===== src/design/hfm_pkg.sv =====
// ----------------------------------------------------------------------------
// hfm_pkg
// shared widths, constants and types of the homomorphic filter mask unit
// ----------------------------------------------------------------------------
package hfm_pkg;

   // mask geometry
   localparam int MAX_SIDE  = 1024;
   localparam int SIDE_W    = $clog2(MAX_SIDE) + 1;
   localparam int COORD_W   = 10;
   localparam int HALF_W    = SIDE_W - 1;
   localparam int D2_W      = 2 * HALF_W;

   // configuration register file
   localparam int CFG_W     = 6;
   localparam int CSR_IDX_W = 3;
   localparam int CSR_DAT_W = 11;
   localparam logic [CSR_IDX_W-1:0] CSR_GAMMA_HIGH  = 3'd0;
   localparam logic [CSR_IDX_W-1:0] CSR_GAMMA_LOW   = 3'd1;
   localparam logic [CSR_IDX_W-1:0] CSR_CUTOFF      = 3'd2;
   localparam logic [CSR_IDX_W-1:0] CSR_SHARPNESS   = 3'd3;
   localparam logic [CSR_IDX_W-1:0] CSR_MASK_WIDTH  = 3'd4;
   localparam logic [CSR_IDX_W-1:0] CSR_MASK_HEIGHT = 3'd5;

   // exponent argument t = C*D2*1e6 / (1000*D0+1)^2
   localparam int D0M_W     = 16;
   localparam int DEN_W     = 2 * D0M_W;
   localparam int MIL_W     = 20;
   localparam int NUM1_W    = CFG_W + D2_W;
   localparam int NUM_W     = NUM1_W + MIL_W;
   localparam logic [D0M_W-1:0] THOUSAND = 16'd1000;
   localparam logic [MIL_W-1:0] MILLION  = 20'd1000000;

   // Q32 arithmetic of the exponential
   localparam int Q_W          = 32;
   localparam int INT_STEPS    = 5;
   localparam int DIV_STEPS    = INT_STEPS + Q_W;
   localparam int T_W          = DIV_STEPS;
   localparam int S_W          = Q_W - 1;
   localparam int M_W          = 3;
   localparam int SERIES_STEPS = 15;
   localparam int DBL_STEPS    = 6;
   localparam int PROD_W       = 2 * S_W;
   localparam int X_W          = PROD_W - Q_W;
   localparam int Y_W          = X_W + Q_W;
   localparam int SQ_W         = 2 * Q_W;

   localparam int LANE_LAT = 2 + DIV_STEPS + 1 + 3 * SERIES_STEPS + 2 * DBL_STEPS;

   // normalization divide
   localparam int GAIN_W      = 17;
   localparam int GAIN_FRAC   = 16;
   localparam int RATIO_STEPS = GAIN_W;
   localparam int RN_W        = Q_W + GAIN_FRAC + 1;
   localparam int RATIO_LAT   = RATIO_STEPS + 1;
   localparam logic [GAIN_W-1:0] GAIN_ONE = 17'h10000;

   localparam int FRONT_LAT = 2;
   localparam int PIPE_LAT  = FRONT_LAT + LANE_LAT + RATIO_LAT;

   typedef struct packed {
      logic                 zero;
      logic [GAIN_W-1:0]    value;
   } ratio_type;

   typedef struct packed {
      logic [CFG_W-1:0]     gamma_high;
      logic [CFG_W-1:0]     gamma_low;
      logic [CFG_W-1:0]     cutoff;
      logic [CFG_W-1:0]     sharpness;
      logic [SIDE_W-1:0]    mask_width;
      logic [SIDE_W-1:0]    mask_height;
   } cfg_type;

endpackage


===== src/design/hfm_ratio_div.sv =====
// ----------------------------------------------------------------------------
// hfm_ratio_div
// pipelined rounded quotient e(D2) / e(Dmax2) in Q16, clamped to one
// ----------------------------------------------------------------------------
module hfm_ratio_div
   import hfm_pkg::*;
(
   input  logic               clock,
   input  logic               adv,
   input  logic [Q_W-1:0]     ed,
   input  logic [Q_W-1:0]     emax,
   output ratio_type          ratio
);

   typedef struct packed {
      logic                     sat;
      logic                     zero;
      logic [RN_W-1:0]          rem;
      logic [RATIO_STEPS-1:0]   quo;
      logic [Q_W-1:0]           den;
   } rdiv_type;

   rdiv_type pre_in;
   rdiv_type pre_ff;
   rdiv_type step_src [RATIO_STEPS+1];
   rdiv_type step_in  [RATIO_STEPS];
   rdiv_type step_ff  [RATIO_STEPS];
   rdiv_type last;

   // rounded numerator and overflow check
   always_comb begin
      pre_in.rem  = (RN_W'(ed) << GAIN_FRAC) + RN_W'(emax >> 1);
      pre_in.sat  = (pre_in.rem >= (RN_W'(emax) << RATIO_STEPS));
      pre_in.zero = (emax == '0);
      pre_in.quo  = '0;
      pre_in.den  = emax;
   end

   always_ff @(posedge clock) begin
      if (adv) begin
         pre_ff <= pre_in;
      end
   end

   assign step_src[0] = pre_ff;

   // one quotient bit per stage
   for (genvar k = 0; k < RATIO_STEPS; k++) begin : g_step
      localparam int SH = RATIO_STEPS - 1 - k;
      logic [RN_W-1:0] cmp;

      always_comb begin
         cmp        = RN_W'(step_src[k].den) << SH;
         step_in[k] = step_src[k];
         if (step_src[k].rem >= cmp) begin
            step_in[k].rem     = step_src[k].rem - cmp;
            step_in[k].quo[SH] = 1'b1;
         end
      end

      always_ff @(posedge clock) begin
         if (adv) begin
            step_ff[k] <= step_in[k];
         end
      end

      assign step_src[k+1] = step_ff[k];
   end

   assign last        = step_src[RATIO_STEPS];
   assign ratio.zero  = last.zero;
   assign ratio.value = (last.sat || (last.quo > GAIN_ONE)) ? GAIN_ONE : last.quo;

endmodule


===== config.mk =====
export PLATFORM = sky130hd
export DESIGN_NAME = hfm_ratio_div
export DESIGN_NICKNAME = d
export VERILOG_FILES = /design/src/design/hfm_pkg.sv /design/src/design/hfm_ratio_div.sv
export SDC_FILE = /design/constraint.sdc
export NUM_CORES = 2
export LEC_CHECK = 0
export ABC_AREA = 1
export BUFFER_PORTS_ARGS = -buffer_cell sky130_fd_sc_hd__buf_2
export CAP_MARGIN = 20
export CELL_PAD_IN_SITES_DETAIL_PLACEMENT = 1
export CELL_PAD_IN_SITES_GLOBAL_PLACEMENT = 2
export CORE_MARGIN = 1.5
export CORE_UTILIZATION = 38
export DETAILED_ROUTE_END_ITERATION = 6
export GPL_TIMING_DRIVEN = 0
export PLACE_DENSITY = 0.89
export SYNTH_ARGS = -nofsm -noshare
export SYNTH_HDL_FRONTEND = slang
export SYNTH_SLANG_ARGS = --single-unit
export TNS_END_PERCENT = 20

===== constraint.sdc =====
create_clock -name clock -period 3.7 [get_ports clock]
set_input_delay 0 -clock clock [delete_from_list [all_inputs] [get_ports clock]]
set_output_delay 0 -clock clock [all_outputs]
set_load 0.03 [all_outputs]

==> impl_metrics.py <==
metrics = {
    "run_status": {
        "status": "finished clean",
    },
    "route": {
        "drt_first_pass_iters": 5,
        "detail_route.wl_per_cell_microns": 21.6,
        "ant_nets": 0,
        "drtIter0Drc": 8256,
        "finalWirelength_microns": 411000,
        "route.detailed.drc": 0,
        "vias_per_cell": 5.08,
        "num_vias": 96900,
    },
    "clocking": {
        "cts_root_buffer": "clkbuf_16",
        "clkSlewWorstSetupHoldPaths_ns": 0.06,
        "htree_num_levels": 4,
        "cts_buffers": 174,
        "cts_sinks": 1414,
        "clock_latency_ns": 0.87,
        "post-cts-setup-buffers": 0,
        "cts_tree": "yes",
        "clk_path_buf_depth": 4,
    },
    "sta": {
        "fin_skew_ns": 0.0381,
        "slew_violations": 0,
        "relSlewSlack": 0.192,
        "hold_violations": 0,
        "max_freq_ghz": 0.277,
        "period_share": 0.976,
        "finalSetupViolations": 0,
        "worstMarginPinSlew_ns": 1.21,
        "fin_crit_ns": 3.61,
    },
    "worst_setup_path": {
        "required_ns": 4.27,
        "cpMaxStageDelayCell": "dlygate4sd3_1",
        "crit_arrival_ns": 4.18,
        "critPathKind": "input port to flop",
        "crit_fanout": 5,
        "cp-start-kind": "input port",
        "cpPeakStageDelay_ns": 0.59,
        "end_kind": "flop",
        "cpMostUsedCell": "nand2_1",
        "cp_cell_sequence": "buf_2, inv_1, dlygate4sd3_1, fa_1, inv_1, nand3_1, nand2_1, nand2_1, nand2_2, nand2_1, nand2_1, nand2_1, nand2_1, nand2_1, xor2_1, ha_1, a21oi_1, o21ai_0, a21oi_1, o21ai_0, a31oi_1, nand2_2",
    },
    "pwr": {
        "p_total_mw": 86.5,
        "ir_worst_vdd_uv": 349,
        "p_leak_nw": 59.5,
        "power.density_nw_per_um2": 744,
    },
    "synthesis": {
        "yosysUniqueCellTypes": 49,
        "syn-cell-area_sq_um": 104000,
        "synth_top_family_by_area": "simple AND/OR/NAND/NOR gates",
        "synth_top_area_share": 0.406,
        "ys_warn_count": 0,
        "synthTopCellsByCount": "6128 x nand2_1, 3085 x inv_1, 1414 x edfxtp_1, 1198 x nor2_1, 814 x nand3_1",
        "ys_seq_area_frac": 0.406,
        "ys_ff_latch": 1414,
        "synth_fa_ha_area_frac": 0.0740,
        "synth_edf_count": 1414,
        "syn_nets": 15600,
        "synth_compound_area_frac": 0.0359,
        "yosysMostFrequentCell": "nand2_1",
        "synth-simple-area-share": 0.337,
        "yosys.area.top_type": "edfxtp_1",
        "netlist_instances": 15000,
        "synth_flop_cell": "edfxtp_1",
        "synthTopCellsByArea": "edfxtp_1 41%, nand2_1 22%, inv_1 11%",
        "synth_mux_area_frac": 0,
        "synth_area_per_cell_sq_um": 6.98,
        "synthXorXnorAreaFrac": 0.0261,
        "postSynth.asyncResetShare": 0,
    },
    "floorplanning": {
        "ios": 84,
        "start_util": 0.382,
        "num_rows": 192,
        "die_area_sq_um": 278000,
        "core_sq_um": 274000,
        "dieWidth_microns": 527,
        "die_h_microns": 527,
    },
    "placement": {
        "routabilityCongestion": 0.944,
        "hpwl_microns": 339000,
        "place_area_sq_um": 110000,
        "port_buffers": 82,
    },
    "global_route": {
        "grt_pass1_wl_microns": 610000,
        "grt_pass1_vias": 96000,
        "overflow": 0,
        "antenna_found_initial": 14,
        "grtUsageTotal": 0.291,
        "grt_max_degree": 186,
    },
    "finish": {
        "nets": 16000,
        "utilization": 0.425,
        "multiInputGateArea_sq_um": 49500,
        "areaGrowthSynthToFinish_pct": 11.3,
        "final-seq-area_sq_um": 42500,
        "fillers": 35100,
        "drive_above_1_share": 0.0368,
        "final_cell_area_sq_um": 116000,
    },
    "flow_run": {
        "drv_cap": 0,
    },
    "worst_hold_path": {
        "min_path_type": "input port to flop",
    },
}
-- sequential cells by signal, indices dropped and copies added (netlist names) --
register and flops:
step_ff 1347, pre_ff 51, g_step.cmp 16
-- worst max-delay path: cells and delay by family --
family	cells	cell delay (ns)
adders and majority gates	2	0.82
and+or+nand+nor	10	1.17
xor gates and xnor gates	1	0.50
AOI/OAI and AO/OA	5	0.70
buffers and inverters	4	0.99
-- layout make-up --
cell class | instances | share of cell area
buffer | 122 | 0.00827
tap | 3589 | 0.0386
multi-input combinational | 10300 | 0.425
antenna | 8 | 0.000172
inverter | 3096 | 0.100
clock inverter | 98 | 0.00698
clock buffer | 208 | 0.0396
timing repair buffer | 205 | 0.0156
sequential | 1414 | 0.365
-- stage by stage --
| step | hold WS [ns] | TNS (ns) | cells | worst slack [ns] |
|---|---|---|---|---|
| 3_3_place_gp | 0.195 | - | 18600 | -20.23 |
| 2_1_floorplan | 0.0989 | 0 | 15000 | 1.02 |
| 6_report | 0.124 | 0 | 19100 | 0.0893 |
| 4_1_cts | 0.0109 | 0 | 19100 | 0.0458 |
| 5_1_grt | 0.0682 | -0.0160 | 19100 | -0.0160 |
| 3_5_place_dp | 0.198 | -7.91 | 18700 | -0.481 |
-- final timing paths --
| path | endpoint | start | slack (ns) | cells past startpoint |
|---|---|---|---|---|
| worst max-delay path | pre_ff[99] | emax[18] | 0.09 | 22 |
| worst max register to register | step_ff[0][763] | step_ff[0][600] | 0.15 | 12 |
| worst min register to register | step_ff[0][745] | step_ff[0][645] | 0.41 | 0 |
| worst min-delay path | g_step[0].cmp[34] | emax[18] | 0.12 | 2 |
-- logic make-up (layout without fill, tap and decap cells) --
kind of cell               after synthesis  in the layout
other                                    0              8
AOI/OAI and AO/OA                      701            701
xor gates and xnor gates               311            311
DFF                                   1414           1414
adders and majority gates              608            608
buffers and inverters                 3218           3729
and+or+nand+nor                       8723           8723
-- routing by layer --
layer / wire length [microns] / track usage / part of all wire / vias up
met5: 0 / 0 / 0 / -
li1: - / - / - / 47300
met4: 6350 / 0.0482 / 0.015 / 0
met1: 201000 / 0.437 / 0.49 / 46700
met2: 175000 / 0.443 / 0.43 / 2643
met3: 28400 / 0.0420 / 0.069 / 336
-- cells in the final DEF (no fill, tap or decap), types with 22 or more instances in the layout --
cell	count
o21bai_1	32
nor2_1	1196
clkinv_1	32
buf_6	44
clkbuf_1	33
nand2_2	22
buf_4	33
ha_1	591
clkbuf_16	181
a21oi_1	481
clkinv_2	32
nand2_1	6126
o21ai_1	23
o21ai_0	111
edfxtp_1	1414
and2_1	27
buf_2	119
nor4_1	23
dlygate4sd3_1	114
nor2_2	26
nand3_1	814
nand3b_1	95
xor2_1	249
nand4_1	206
inv_1	3085
xnor2_1	62
nor3_1	147
-- what timing repair did --
action	4_1_cts	5_1_grt
endpoints found under the setup margin	0	75
hold buffers	114	0
gates resized for setup	0	9
hold endpoints to repair	163	0
-- report_power, final --
part / switching, mW / leakage (nW) / internal, mW / total [mW]
clock: 7.30 / 2.64 / 9.59 / 16.9
sequential: 3.36 / 13.7 / 22.9 / 26.3
combinational: 30.3 / 43.2 / 13.0 / 43.3
Power figures use the tool's default switching activity.
